## config.mk

```make
export PLATFORM = sky130hd
export DESIGN_NAME = lrast_queue
export DESIGN_NICKNAME = d
export VERILOG_FILES = /design/src/rtl/lrast_pkg.sv /design/src/rtl/lrast_queue.sv
export SDC_FILE = /design/constraint.sdc
export NUM_CORES = 1
export LEC_CHECK = 0
export ABC_AREA = 1
export BUFFER_PORTS_ARGS = -buffer_cell sky130_fd_sc_hd__buf_2
export CAP_MARGIN = 20
export CORE_MARGIN = 5
export CORE_UTILIZATION = 47
export DETAILED_ROUTE_END_ITERATION = 16
export PLACE_DENSITY = 0.75
export RECOVER_POWER = 25
export REMOVE_ABC_BUFFERS = 1
export SLEW_MARGIN = 10
export SYNTH_ARGS = -nofsm -noshare
export SYNTH_HDL_FRONTEND = slang
export SYNTH_SLANG_ARGS = --single-unit
```

## constraint.sdc

```tcl
create_clock -name clk -period 5.18 [get_ports clk]
set_clock_uncertainty 0.2 [all_clocks]
set_input_delay 1.554 -clock clk [delete_from_list [all_inputs] [get_ports clk]]
set_output_delay 1.554 -clock clk [all_outputs]
set_load 0.1 [all_outputs]
```

## src/rtl/lrast_pkg.sv

```systemverilog
// ----------------------------------------------------------------------------
// lrast_pkg
// Shared constants and types for the lazy range-assign segment tree.
// ----------------------------------------------------------------------------
package lrast_pkg;

  localparam int MAX_LENGTH  = 1024;
  localparam int IDX_W       = 10;
  localparam int LEN_W       = 11;
  localparam int NODE_W      = 13;
  localparam int NODE_COUNT  = 4 * MAX_LENGTH + 1;
  localparam int VALUE_W     = 32;
  localparam int STACK_DEPTH = 24;
  localparam int SP_W        = 5;
  localparam int POS_W       = 4;

  localparam logic [0:0] ACT_ASSIGN = 1'b0;
  localparam logic [0:0] ACT_READ   = 1'b1;

  // classified request held in the queue between front and back
  typedef struct packed {
    logic                      is_read;
    logic [IDX_W-1:0]          first;
    logic [IDX_W-1:0]          last;
    logic signed [VALUE_W-1:0] value;
    logic [NODE_W-1:0]         node;
    logic [POS_W-1:0]          msb_pos;
    logic                      node_ok;
  } cmd_t;

  // one walk stack entry: node and the span it covers
  typedef struct packed {
    logic [NODE_W-1:0] node;
    logic [IDX_W-1:0]  lo;
    logic [IDX_W-1:0]  hi;
  } frame_t;

  // queue status toward the front
  typedef struct packed {
    logic full;
    logic empty;
  } q_stat_t;

endpackage

```

## src/rtl/lrast_queue.sv

```systemverilog
// ----------------------------------------------------------------------------
// lrast_queue
// Two-entry queue of classified requests between front and back.
// ----------------------------------------------------------------------------
module lrast_queue (
  input  logic              clk,
  input  logic              rst_n,
  input  logic              push,
  input  lrast_pkg::cmd_t   push_cmd,
  input  logic              pop,
  output lrast_pkg::cmd_t   head_cmd,
  output lrast_pkg::q_stat_t stat
);
  import lrast_pkg::*;

  cmd_t       slot_r [2];
  logic       wr_ptr_r, wr_ptr_nxt;
  logic       rd_ptr_r, rd_ptr_nxt;
  logic [1:0] count_r, count_nxt;

  assign head_cmd   = slot_r[rd_ptr_r];
  assign stat.full  = (count_r == 2'd2);
  assign stat.empty = (count_r == 2'd0);

  // pointer and count update
  always_comb begin
    wr_ptr_nxt = wr_ptr_r;
    rd_ptr_nxt = rd_ptr_r;
    count_nxt  = count_r;
    if (push) begin
      wr_ptr_nxt = ~wr_ptr_r;
    end
    if (pop) begin
      rd_ptr_nxt = ~rd_ptr_r;
    end
    if (push && !pop) begin
      count_nxt = count_r + 2'd1;
    end else if (pop && !push) begin
      count_nxt = count_r - 2'd1;
    end
  end

  always_ff @(posedge clk) begin
    if (!rst_n) begin
      wr_ptr_r <= 1'b0;
      rd_ptr_r <= 1'b0;
      count_r  <= 2'd0;
    end else begin
      wr_ptr_r <= wr_ptr_nxt;
      rd_ptr_r <= rd_ptr_nxt;
      count_r  <= count_nxt;
    end
  end

  // payload storage
  always_ff @(posedge clk) begin
    if (push) begin
      slot_r[wr_ptr_r] <= push_cmd;
    end
  end

endmodule

```

==> summary.md <==
| Metric | Value |
|---|---|
| Status | finished clean |
| Post-route core utilization | 59.31% |
| Final worst slack | 1.169 ns |
| Critical Path Source Type | flop |
| CTS Hold Bufs | 0 |
| Yosys top cell area share | 74.74% |
| CTS tree | yes |
| Critical Path End Type | primary output |
| Ports | 148 |
| Site Rows | 40 |
| Largest net degree at the start of global routing | 40 |
| Final setup viols | 0 |
| Max VDD drop | 0.2566 mV |
| Setup bufs post-CTS | 0 |
| Synth area leaders | edfxtp_1 (75%), mux2_4 (18%), buf_12 (2.5%), dfxtp_1 (1.8%), nor2_1 (0.59%) |
| IO buf count | 147 |
| Die Wd | 120.2 um |
| Leakage dissipation | 2.827 nW |
| Seq/Total Area, Yosys | 76.49% |
| FF-to-FF path depth | 4 |
| Critical Path Max Stage Delay | 0.77 ns |
| Cell variety after synth | 14 |
| Initial DRC count | 147 |
| Critical path class | flop to primary output |
| Vias per cell | 4.800 |
| Hold crit path type | flop to flop |
| Hpwl dp | 6618 um |
| Core footprint | 0.01196 mm2 |
| Post-synthesis cell count | 256 |
| Post-Syn Area | 0.005705 mm2 |
| Routed len/inst | 17.08 um |
| Fraction of layout cells with a size suffix above 1 | 53.24% |
| Total GRT Usage | 14.14% |
| Worst skew pair latency | 0.40 ns |
| Vias | 2779 |
| TritonCTS Buffers | 17 |
| Synth-to-layout area growth | 24.34% |
| Fin. max-slew vios | 0 |
| Die Footprint | 0.01444 mm2 |
| Die H | 120.2 um |
| Clock sink total | 147 |
| Maximum fanout along the worst path | 39 |
| DRC | 0 |
| Effective utilization at floorplan | 47.70% |
| Yosys Warn Count | 0 |
| Required @ worst endpoint | 3.43 ns |
| Final #Nets | 495 |
| Critical path's slowest cell | dfxtp_4 |
| Post-layout minimum cycle time | 4.011 ns |
| Hold_ws | 0.3098 ns |
| RePlAce Congestion | 0.7140 |
| CP Cell Sequence | buf_12 -> mux2_2 -> buf_2 |
| Synthesis-stage register bit count | 147 |
| DR pass1 iterations | 4 |
| First-pass GRT wire length | 15190 um |
| Unrepaired setup endpoints after global routing | false |
| Resized Gates After CTS | 0 |
| PwrDens | 451.2 mW/mm2 |
| Post-Syn Area per Cell | 22.29 um2 |
| Period utilisation layout | 77.43% |
| Worst relative slew slack | 55.85% |
| Antenna Cells | 0 |
| Vias in the first global route | 3006 |
| Crit path arrival time | 2.26 ns |
| Root Buffer | clkbuf_16 |
| Detailed-route wire length | 9888 um |
| Worst slew pin tran | 0.6623 ns |
| DRT antenna net count | 0 |
| Dpl ws | 1.556 ns |
| Setup TNS | 0 ns |
| Max clock buf depth | 2 |
| Grt total ovfl | 0 |
| Cell taking the most area after synthesis | edfxtp_1 |
| Fmax | 0.2493 GHz |
| Initial antenna violation count | 1 |
| H-Tree Depth | 4 |
| Reg clk slew, reported paths | 0.05 ns |
| Max-cap viol count | 0 |
| Worst hold path depth | 2 |
| Final hold vios | 0 |
| Fillers | 901 |
## state kept, by name, summed over array words and instances, names as in the netlist, named ones only
name and cells:
count_r 2, slot_r 142, wr_ptr_r 1, rd_ptr_r 1
## power by group
part	switching, mW	internal, mW
registers	0.0279	1.38
logic	0.483	0.139
clock network	0.430	0.744
total	0.942	2.26
## cells by family after synthesis
family | after synthesis | synth area share [%]
buf+inv | 16 | 3.180
flops | 147 | 76.49
fa+ha+maj | 1 | 0.2193
mux | 71 | 18.62
compound gates | 2 | 0.1753
simple gates | 19 | 1.316
## critical path, delay by kind of cell, from the launching register on
| kind | cells | cell delay, ns |
|---|---|---|
| DFF | 1 | 0.77 |
| muxes | 1 | 0.38 |
| buffers and inverters | 2 | 0.66 |
## per-layer routing
metal	part of all wire [%]	global-route usage, %	vias to the layer above
met5	0.18	0	-
met4	2.1	6.800	2
met3	6.9	5.145	20
met2	49	23.22	102
met1	42	16.51	1340
li1	-	-	1315
## worst paths after layout
kind,startpoint,endpoint,slack (ns)
setup / recovery,flop,head_cmd[63],1.17
hold / removal,rd_ptr_r$_SDFFE_PN0P_,flop,0.31
setup reg to reg,wr_ptr_r$_SDFFE_PN0P_,slot_r[1][15]$_DFFE_PP_,3.28
hold reg to reg,rd_ptr_r$_SDFFE_PN0P_,flop,0.31
## metrics by stage
stage	cells	instance area, um2	power, mW
finish	579	7094	3.201
global route	579	7094	3.314
CTS	579	7122	3.236
detailed placement	547	6549	2.058
global placement	546	6529	2.048
floorplan	248	5554	1.961
## cells in the mapped netlist
library cell  instances
dfxtp_1               5
inv_1                 8
nand2_1               8
buf_12                7
ha_1                  1
nand3_1               1
nand4_1               1
nor2_1                9
o21ai_0               1
mux2_2                1
a21oi_1               1
buf_6                 1
mux2_4               70
edfxtp_1            142
## placed cells by master, fill, tap and decap left out, types with 2 or more instances in the layout
| cell | instances |
|---|---|
| clkinv_2 | 5 |
| clkinvlp_4 | 2 |
| clkbuf_16 | 17 |
| buf_2 | 125 |
| clkbuf_1 | 23 |
| buf_4 | 3 |
| nor2_1 | 8 |
| nand2_1 | 8 |
| inv_1 | 7 |
| buf_12 | 2 |
| dfxtp_1 | 4 |
| mux2_4 | 70 |
| edfxtp_1 | 142 |
| clkinv_1 | 5 |
| bufinv_16 | 3 |
## cell type report
type / instances / area (um2) / area share (%)
Tap cell: 147 / 183.9 / 2.593
Clock buffer: 18 / 429.2 / 6.049
Sequential cell: 147 / 4368 / 61.57
Clock inverter: 14 / 143.9 / 2.028
Timing Repair Buffer: 152 / 770.7 / 10.86
Multi-Input combinational cell: 93 / 1167 / 16.46
Inverter: 8 / 31.28 / 0.4409
Note: power is estimated with default switching activity, not from simulation.
