[src/rtl/lrast_pkg.sv]
// ----------------------------------------------------------------------------
// lrast_pkg
// Shared constants and types for the lazy range-assign segment tree.
// ----------------------------------------------------------------------------
package lrast_pkg;

  localparam int MAX_LENGTH  = 1024;
  localparam int IDX_W       = 10;
  localparam int LEN_W       = 11;
  localparam int NODE_W      = 13;
  localparam int NODE_COUNT  = 4 * MAX_LENGTH + 1;
  localparam int VALUE_W     = 32;
  localparam int STACK_DEPTH = 24;
  localparam int SP_W        = 5;
  localparam int POS_W       = 4;

  localparam logic [0:0] ACT_ASSIGN = 1'b0;
  localparam logic [0:0] ACT_READ   = 1'b1;

  // classified request held in the queue between front and back
  typedef struct packed {
    logic                      is_read;
    logic [IDX_W-1:0]          first;
    logic [IDX_W-1:0]          last;
    logic signed [VALUE_W-1:0] value;
    logic [NODE_W-1:0]         node;
    logic [POS_W-1:0]          msb_pos;
    logic                      node_ok;
  } cmd_t;

  // one walk stack entry: node and the span it covers
  typedef struct packed {
    logic [NODE_W-1:0] node;
    logic [IDX_W-1:0]  lo;
    logic [IDX_W-1:0]  hi;
  } frame_t;

  // queue status toward the front
  typedef struct packed {
    logic full;
    logic empty;
  } q_stat_t;

endpackage

[src/rtl/lrast_ifs.sv]
// ----------------------------------------------------------------------------
// lrast interfaces
// Request and result channels with valid/ready handshake.
// ----------------------------------------------------------------------------
interface lrast_in_if;
  import lrast_pkg::*;
  logic                      valid;
  logic                      ready;
  logic [0:0]                action;
  logic [IDX_W-1:0]          range_start;
  logic [IDX_W-1:0]          range_end;
  logic signed [VALUE_W-1:0] assign_value;
  logic [NODE_W-1:0]         node_index;
  modport source (output valid, action, range_start, range_end, assign_value, node_index,
                  input ready);
  modport sink (input valid, action, range_start, range_end, assign_value, node_index,
                output ready);
endinterface


[src/rtl/lrast_front.sv]
// ----------------------------------------------------------------------------
// lrast_front
// Accepts requests, drops empty assigns and precomputes read descent data.
// ----------------------------------------------------------------------------
module lrast_front (
  lrast_in_if.sink            in_chan,
  input  lrast_pkg::q_stat_t  q_stat,
  input  logic                clearing,
  output logic                push,
  output lrast_pkg::cmd_t     push_cmd
);
  import lrast_pkg::*;

  logic             take;
  logic [POS_W-1:0] pos;

  assign in_chan.ready = !q_stat.full && !clearing;
  assign take          = in_chan.valid && in_chan.ready;

  // leading one of the node index sets the descent length
  always_comb begin
    pos = '0;
    for (int b = 0; b < NODE_W; b++) begin
      if (in_chan.node_index[b]) begin
        pos = POS_W'(b);
      end
    end
  end

  // classify
  always_comb begin
    push_cmd.is_read = (in_chan.action == ACT_READ);
    push_cmd.first   = in_chan.range_start;
    push_cmd.last    = in_chan.range_end;
    push_cmd.value   = in_chan.assign_value;
    push_cmd.node    = in_chan.node_index;
    push_cmd.msb_pos = pos;
    push_cmd.node_ok = (in_chan.node_index != '0) &&
                       (in_chan.node_index < NODE_W'(NODE_COUNT));
    // an empty range changes nothing and gives no result
    push = take && ((in_chan.action == ACT_READ) ||
                    (in_chan.range_end >= in_chan.range_start));
  end

endmodule

[src/flat_wrapper.sv]
// flat-port wrapper written by rule: the top's interface ports become plain ports
module lrast_front_flat import lrast_pkg::*;
  (q_stat, clearing, push, push_cmd, in_chan_valid, in_chan_action, in_chan_range_start, in_chan_range_end, in_chan_assign_value, in_chan_node_index, in_chan_ready);
  lrast_in_if in_chan_i ();
  input  lrast_pkg::q_stat_t q_stat;
  input  logic clearing;
  output logic push;
  output lrast_pkg::cmd_t push_cmd;
  input wire logic [$bits(in_chan_i.valid)-1:0] in_chan_valid;
  input wire logic [$bits(in_chan_i.action)-1:0] in_chan_action;
  input wire logic [$bits(in_chan_i.range_start)-1:0] in_chan_range_start;
  input wire logic [$bits(in_chan_i.range_end)-1:0] in_chan_range_end;
  input wire logic [$bits(in_chan_i.assign_value)-1:0] in_chan_assign_value;
  input wire logic [$bits(in_chan_i.node_index)-1:0] in_chan_node_index;
  output wire logic [$bits(in_chan_i.ready)-1:0] in_chan_ready;
  assign in_chan_i.valid = in_chan_valid;
  assign in_chan_i.action = in_chan_action;
  assign in_chan_i.range_start = in_chan_range_start;
  assign in_chan_i.range_end = in_chan_range_end;
  assign in_chan_i.assign_value = in_chan_assign_value;
  assign in_chan_i.node_index = in_chan_node_index;
  assign in_chan_ready = in_chan_i.ready;
  lrast_front u_core (.in_chan(in_chan_i), .q_stat(q_stat), .clearing(clearing), .push(push), .push_cmd(push_cmd));
endmodule
[config.mk]
export PLATFORM = sky130hd
export DESIGN_NAME = lrast_front_flat
export DESIGN_NICKNAME = d
export VERILOG_FILES = /design/src/rtl/lrast_pkg.sv /design/src/rtl/lrast_ifs.sv /design/src/rtl/lrast_front.sv /design/src/flat_wrapper.sv
export SDC_FILE = /design/constraint.sdc
export NUM_CORES = 1
export LEC_CHECK = 0
export BUFFER_PORTS_ARGS = -buffer_cell sky130_fd_sc_hd__buf_4
export CAP_MARGIN = 20
export CORE_MARGIN = 5
export CORE_UTILIZATION = 32
export DETAILED_ROUTE_END_ITERATION = 16
export GPL_TIMING_DRIVEN = 0
export PLACE_DENSITY = 0.9
export REMOVE_ABC_BUFFERS = 1
export SYNTH_ARGS = -nofsm -noshare
export SYNTH_HDL_FRONTEND = slang
export SYNTH_SLANG_ARGS = --single-unit
[constraint.sdc]
create_clock -name vclk -period 2.3
set_clock_uncertainty 0.1 [all_clocks]
set_input_delay 0.46 -clock vclk [all_inputs]
set_output_delay 0.46 -clock vclk [all_outputs]
set_load 0.05 [all_outputs]
==> flow_metrics.tcl, run 1 <==
set metrics [dict create \
    outcome "completed" \
    dieArea_mm2 0.00390 \
    grt_pass1_vias 757 \
    report.final.slew_viol_count 0 \
    maxCapViolations 0 \
    synth_cell_types 17 \
    crit_arrival_ns 1.64 \
    final_nets 220 \
    final_cell_mix "78 x buf_4, 14 x inv_1, 10 x ha_1" \
    io_buffer_count 78 \
    synth.largest_area_cell "buf_4" \
    seq_area_um2 0 \
    design.seq.count 0 \
    vias 787 \
    finalHoldViolations 0 \
    total_power_mw 0.312 \
    worst_slack_ns 0.0979 \
    min_from "in_chan_assign_value[18]" \
    crit_fanout 2 \
    holdBufCountCts 0 \
    ir_worst_vdd_mv 0.147 \
    worstHoldPathCells 0 \
    grt-ovfl-total 0 \
    io_pins 143 \
    path_class "in -> out" \
    drc_errors 0 \
    synth_area_um2 881 \
    antenna_cells 0 \
    cts_setup_buffers 0 \
    drt_iter0_markers 10 \
    wl_per_cell_um 21.9 \
    ys_seq_area_frac 0 \
    setup_violations 0 \
    grt_use_total 0.165 \
    die_height_um 62.5 \
    die_x_um 62.5 \
    drt-total-wl_um 3700 \
    dr.pass1.iters 4 \
    core-area_mm2 0.00269 \
    layout.cells.most_common "buf_4" \
    min_period_ns 2.20 \
    crit_path_end_kind "primary output" \
    critPathLaunchType "input pin" \
    layout-drive-gt1-share 0.594 \
    cts_resized 0 \
    antenna_left 0 \
    grt_max_degree 7 \
    netlist_top_cells_area "buf_4 56%, ha_1 14%, inv_1 6.0%" \
    synth_cells 126 \
    rows 19 \
    yosys_warnings 0 \
    min_period_over_period 0.957 \
    synth_top_area_frac 0.563 \
    worstMarginPinSlew_ns 0.377 \
    initial_utilization 0.328 \
    grt_antenna_before_repair 0 \
    avgViaCountPerCell 4.66 \
    leakage_nw 0.586 \
    p_per_area_mw_per_mm2 307 \
    fillerInstances 287 \
    finalSetupTns_ns 0 \
    fmax_mhz 454 \
    grt_setup_unrepaired "false" \
    grt_pass1_wl_um 4900 \
    place_ws_ns 0.0216 \
    hpwl_um 3400 \
    hold_path.class "in -> out" \
    timing.slew.headroom 0.747 \
    hold-path-endpoint "push_cmd[36]" \
    area_growth_pct 15.3 \
    worstPathRequired_ns 1.74 \
    clkbuf_count 0 \
    syn_area_per_cell_um2 6.99 \
    multiInputGateArea_um2 339 \
    routabilityCongestion 0.829 \
]
-- synthesized netlist by cell type --
cell type,number
nand2_1,4
a21o_2,1
o21ai_0,1
a2111oi_0,1
buf_4,66
a21oi_1,9
nor3_1,1
a221oi_1,1
nand2b_1,2
ha_1,10
nor2_1,8
o211ai_1,1
nor4_2,2
xor2_1,1
o31ai_1,2
inv_1,14
nand4_1,2
-- stage by stage --
step | instance area [um2] | util | instances | hold WS (ns)
2_1_floorplan | 385 | - | 60 | 0.820
3_3_place_gp | 1010 | 0.376 | 169 | 0.820
3_5_place_dp | 1010 | 0.376 | 169 | 0.820
4_1_cts | 1010 | 0.376 | 169 | 0.820
5_1_grt | 1020 | 0.378 | 169 | 0.820
6_report | 1020 | 0.378 | 169 | 0.820
-- routing by layer --
layer  part of all wire  track usage  vias up  wire, um
met5                  0       0.0278        -         0
met2               0.49        0.281       99      1790
met1               0.23        0.103      322       846
met3               0.29        0.241        0      1060
li1                   -            -      366         -
met4                  0            0        0         0
-- worst max-delay path: stages --
cell       delay, ns
buf_4           0.11
ha_1            0.29
a21oi_1         0.15
nor2_1          0.07
a2111oi_2       0.24
a21oi_1         0.12
buf_4           0.20
-- cells by family after synthesis --
kind of cell	synth area share
buffers and inverters	0.622
AND/OR/NAND/NOR	0.114
AO/OA/AOI/OAI	0.112
adder cells (fa/ha/maj)	0.142
XOR/XNOR	0.00994
-- cell type report --
| cell class | count | share of cell area |
|---|---|---|
| tap | 31 | 0.0382 |
| inverter | 14 | 0.0517 |
| multi-input combinational | 46 | 0.334 |
| timing repair buffer | 78 | 0.576 |
-- power by group --
group / total, mW / switching [mW] / leakage [nW] / internal (mW)
clock network: 0 / 0 / 0 / 0
logic: 0.312 / 0.200 / 0.586 / 0.111
registers: 0 / 0 / 0 / 0
total: 0.312 / 0.200 / 0.586 / 0.111
-- worst max path at each step --
| stage | endpoint | startpoint | depth (start not counted) | slack, ns |
|---|---|---|---|---|
| finish | push | in_chan_range_end[7] | 7 | 0.1 |
| global placement | push | in_chan_range_end[7] | 7 | 0.05 |
| global route | push | in_chan_range_end[7] | 7 | 0.03 |
| CTS | push | in_chan_range_end[7] | 7 | 0.02 |
| floorplan | push | clearing | 3 | -0.31 |
| detailed placement | push | in_chan_range_end[7] | 7 | 0.02 |
No activity file was read; power rests on OpenSTA's default activity.
==> run 2: changes to the inputs <==
- ABC_AREA: unset -> 1
- ABC_CLOCK_PERIOD_IN_PS: unset -> 2300
- CORE_UTILIZATION: 32 -> 33
==> run 2 against run 1 <==
  * Clock-buffer cell count unchanged
  * Utilization increased by 2.2 points
  * Hold slack is essentially flat
  * Synthesized area grew 5.8%
  * Sequential cell count did not move
  * Wire length up 2.4%
  * Non-clock buffer count did not move
  * Global-route usage grew 0.48 points
  * Total power up 2.4%
  * Maximum frequency up 0.25%
==> flow_metrics.tcl, run 2 <==
set metrics [dict create \
    min_period_over_period 0.955 \
    layout.cells.most_common "buf_4" \
    grt_pass1_wl_um 5010 \
    use_met3 0.133 \
    maxCapViolations 0 \
    stdcell_area_mm2 0.00109 \
    power.internal_mw 0.114 \
    worstPathRequired_ns 1.74 \
    yosys_warnings 0 \
    p_seq_frac 0 \
    grt-ovfl-total 0 \
    drt-total-wl_um 3790 \
    die_height_um 63.1 \
    grtUsageMet1 0.163 \
    syn_area_per_cell_um2 6.38 \
    synth_top_area_frac 0.532 \
    post-route-util 0.400 \
    grt_max_degree 5 \
    io_buffer_count 78 \
    ys_seq_area_frac 0 \
    rows 19 \
    p_per_area_mw_per_mm2 291 \
    layout-drive-gt1-share 0.532 \
    hold_path.class "in -> out" \
    cts_resized 0 \
    holdWs_ns 0.820 \
    synth_area_um2 932 \
    core-area_mm2 0.00273 \
    die_x_um 63.1 \
    grt_use_total 0.170 \
    grt_pass1_vias 847 \
    yosys.cell_count.top_type "buf_4" \
    design.seq.count 0 \
    routabilityCongestion 0.837 \
    combPwrFrac 1.000 \
    path_class "in -> out" \
    finalHoldViolations 0 \
    ir_worst_vdd_mv 0.162 \
    antenna_cells 0 \
    drt_iter0_markers 11 \
    grt_antenna_before_repair 0 \
    min_period_ns 2.20 \
    synth_common_cells "66 x buf_4, 26 x inv_1, 22 x nand2_1" \
    vias 848 \
    outcome "completed" \
    critPathLaunchType "input pin" \
    synth_cell_types 16 \
    crit_arrival_ns 1.64 \
    hpwl_um 3560 \
    finalSetupTns_ns 0 \
    drc_errors 0 \
    synth.largest_area_cell "buf_4" \
    worstHoldPathCells 0 \
    antenna_left 0 \
    dieArea_mm2 0.00399 \
    final_nets 240 \
    area_growth_pct 17.4 \
    cts_setup_buffers 0 \
    worstMarginPinSlew_ns 0.195 \
    critPathLaunch "in_chan_range_end[7]" \
    avgViaCountPerCell 4.49 \
    grt_setup_unrepaired "false" \
    crit_path_end_kind "primary output" \
    switching_power_mw 0.205 \
    crit_path_end "push" \
    dpl_cell_area_mm2 0.00106 \
    setup_violations 0 \
    leakage_nw 0.690 \
    final_cell_mix "77 x buf_4, 26 x inv_1, 22 x nand2_1" \
    fmax_mhz 455 \
    io_pins 143 \
    crit_fanout 2 \
    wl_per_cell_um 20.0 \
    globalRoute.busiestLayer "met2" \
    netlist_top_cells_area "buf_4 53%, ha_1 13%, inv_1 10%" \
    swShare 0.641 \
    met2_usage 0.277 \
    report.final.slew_viol_count 0 \
    clkPwrFrac 0 \
    initial_utilization 0.341 \
    synth_cells 146 \
    clkbuf_count 0 \
    dr.pass1.iters 4 \
    holdBufCountCts 0 \
    timing.slew.headroom 0.869 \
    seq_area_um2 0 \
]
==> run 2: cell count changes in the layout (fill, tap and decap cells not counted), sizes merged, moves of 3 or more <==
| cell | change |
|---|---|
| nand2 | +18 |
| nor2 | -3 |
| a21oi | -4 |
| inv | +12 |
| nand3 | +4 |
==> run 2: final cells by class <==
class / count / area (um2)
multi-input combinational: 54 / 369
inverter: 26 / 97.6
tap: 31 / 38.8
fill: 295 / 1640
timing repair buffer: 78 / 589
==> run 2: worst min path at each step <==
stage / startpoint / end
floorplan: in_chan_node_index[5] / push_cmd[10]
global placement: in_chan_assign_value[3] / push_cmd[21]
detailed placement: in_chan_assign_value[3] / push_cmd[21]
CTS: in_chan_assign_value[3] / push_cmd[21]
global route: in_chan_assign_value[20] / push_cmd[38]
finish: in_chan_assign_value[20] / push_cmd[38]
==> run 2: cell families after synthesis <==
kind of cell	synth area share
buffers and inverters	0.636
AND/OR/NAND/NOR	0.164
adder cells (fa/ha/maj)	0.134
AO/OA/AOI/OAI	0.0564
XOR/XNOR	0.00940
==> run 2: power groups by stage <==
stage	clock network (mW)	logic, mW	registers [mW]
after global routing	0	0.340	0
after floorplan	0	0.0697	0
after CTS	0	0.315	0
final	0	0.319	0
after detailed placement	0	0.314	0
after global placement	0	0.309	0
==> run 2: worst max-delay path, stage by stage <==
cell and delay [ns]:
buf_4 0.12, ha_1 0.28, nand4_1 0.14, nor3_2 0.19
o21ai_1 0.09, nand3_1 0.08, nand3_1 0.07, inv_1 0.07
buf_6 0.15
==> run 2: stage by stage <==
| stage | std cells | power (mW) | worst slack, ns |
|---|---|---|---|
| floorplan | 80 | 0.0697 | 0.0929 |
| global placement | 189 | 0.309 | 0.0772 |
| detailed placement | 189 | 0.314 | 0.0733 |
| CTS | 189 | 0.315 | 0.0720 |
| global route | 189 | 0.340 | 0.00224 |
| finish | 189 | 0.319 | 0.103 |
==> run 2: metal layers <==
| layer | vias to the layer above | routed length (um) |
|---|---|---|
| met3 | 6 | 670 |
| met1 | 356 | 1200 |
| li1 | 400 | - |
| met5 | - | 41 |
| met4 | 2 | 104 |
| met2 | 84 | 1770 |
==> run 3: changes to the inputs <==
- ABC_CLOCK_PERIOD_IN_PS: 2300 -> 1900
- CELL_PAD_IN_SITES_DETAIL_PLACEMENT: unset -> 0
- CELL_PAD_IN_SITES_GLOBAL_PLACEMENT: unset -> 1
- CORE_UTILIZATION: 33 -> 15
- PLACE_DENSITY: 0.9 -> unset
- PLACE_DENSITY_LB_ADDON: unset -> 0.1
- clock period: 2.3 -> 1.9 ns (I/O delays scaled with it)
==> run 3 against run 2 <==
  * The run now ends with negative setup slack left
  * Sequential share of layout area unchanged
  * Clock-buffer cell count unchanged
  * Combinational power increased by 27%
  * Total power increased by 27%
  * Non-clock buffer count unchanged
  * Critical path depth unchanged
  * Wire length decreased by 5.3%
  * Critical path type unchanged
  * Critical endpoint unchanged
  * Largest cell class unchanged
==> flow_metrics.tcl, run 3 (synthesized netlist as in run 2, its figures left out) <==
set metrics [dict create \
    io_pins 143 \
    min_from "in_chan_assign_value[6]" \
    design.seq.count 0 \
    drt-total-wl_um 3590 \
    grtUsageMet1 0.114 \
    globalRoute.busiestLayer "met1" \
    seq_area_um2 0 \
    use_met3 0.0624 \
    drt_iter0_markers 11 \
    layout.cells.most_common "buf_4" \
    wl_per_cell_um 15.4 \
    fin_cells 233 \
    grt-ovfl-total 0 \
    routabilityCongestion 0.646 \
    grt_pass1_wl_um 4770 \
    drc_errors 0 \
    setup_violations 1 \
    worstPathRequired_ns 1.42 \
    antenna_left 0 \
    dr.pass1.iters 4 \
    met2_usage 0.101 \
    grt_pass1_vias 849 \
    antenna_cells 0 \
    clkbuf_count 0 \
    finalHoldViolations 0 \
    crit_arrival_ns 1.45 \
    fmax_mhz 518 \
    maxCapViolations 0 \
    final_cell_mix "67 x buf_4, 20 x inv_1, 19 x nand2_1" \
    worst_slack_ns -0.0303 \
    grt_max_degree 5 \
    cts_setup_buffers 0 \
    path_class "in -> out" \
    core-area_mm2 0.00599 \
    initial_utilization 0.156 \
    hold-path-endpoint "push_cmd[24]" \
    crit_fanout 2 \
    hpwl_um 3300 \
    io_buffer_count 78 \
    grt_antenna_before_repair 0 \
    holdBufCountCts 0 \
    ir_worst_vdd_mv 0.0922 \
    hold_path.class "in -> out" \
    dieArea_mm2 0.00789 \
    p_per_area_mw_per_mm2 327 \
    leakage_nw 0.701 \
    grt_use_total 0.0824 \
    die_height_um 88.8 \
    final_nets 240 \
    total_power_mw 0.406 \
    rows 28 \
    vias 816 \
    violations "negative setup slack" \
    layout-drive-gt1-share 0.608 \
    worstMarginPinSlew_ns 0.198 \
    outcome "finished, violations left" \
    grt_setup_unrepaired "true" \
    die_x_um 88.8 \
    min_period_ns 1.93 \
    critPathLaunchType "input pin" \
    timing.slew.headroom 0.867 \
    fillerInstances 695 \
    area_growth_pct 33.2 \
    report.final.slew_viol_count 0 \
    avgViaCountPerCell 3.50 \
    worstHoldPathCells 0 \
    crit_path_end_kind "primary output" \
    min_period_over_period 1.02 \
    placed_cells 233 \
]
==> run 3: worst max-delay path by stage <==
stage	cells past startpoint	slack (ns)	from	to
floorplan	11	-0.15	in_chan_node_index[2]	push_cmd[1]
global placement	9	-0.24	in_chan_range_end[9]	push
detailed placement	9	-0.20	in_chan_range_end[9]	push
CTS	9	-0.13	in_chan_range_end[7]	push
global route	9	-0.21	in_chan_range_end[5]	push
finish	9	-0.03	in_chan_range_end[5]	push
==> run 3: final cells by class <==
type,instances,area (um2),share of cell area
repair buffers,78,634,0.511
multi-input cells,54,410,0.331
inverters,26,103,0.0827
well taps,75,93.8,0.0756
==> run 3: per-layer routing <==
layer | routed length (um) | share of wire
met5 | 43 | 0.012
met4 | 0 | 0
met3 | 586 | 0.16
met2 | 1380 | 0.39
met1 | 1570 | 0.44
==> run 3: power breakdown <==
group,internal (mW),leakage [nW],switching [mW]
combinational,0.152,0.701,0.255
sequential,0,0,0
clock,0,0,0
==> run 3: per-stage QoR <==
stage	area (um2)	worst slack, ns	hold WS, ns	TNS (ns)	utilization
2_1_floorplan	437	-0.147	0.660	-0.284	-
3_3_place_gp	1120	-0.237	0.660	-0.237	0.186
3_5_place_dp	1120	-0.200	0.660	-0.200	0.186
4_1_cts	1210	-0.134	0.660	-0.134	0.201
5_1_grt	1240	-0.212	0.660	-0.255	0.207
6_report	1240	-0.0303	0.660	-0.0303	0.207
==> run 3: what timing repair did <==
item / in CTS / in global routing
pin swaps: 8 / 10
endpoints found under the hold margin: 0 / 0
cloned: 0 / 0
endpoints found under the setup margin: 1 / 3
gates resized for setup: 20 / 12
==> run 3: worst max-delay path: stages <==
cell and delay [ns]:
buf_4 0.12, ha_1 0.28, nand2_1 0.08, nor3_2 0.16, o21ai_1 0.08, nand3_1 0.07
nand3_1 0.06, inv_1 0.07, buf_6 0.15
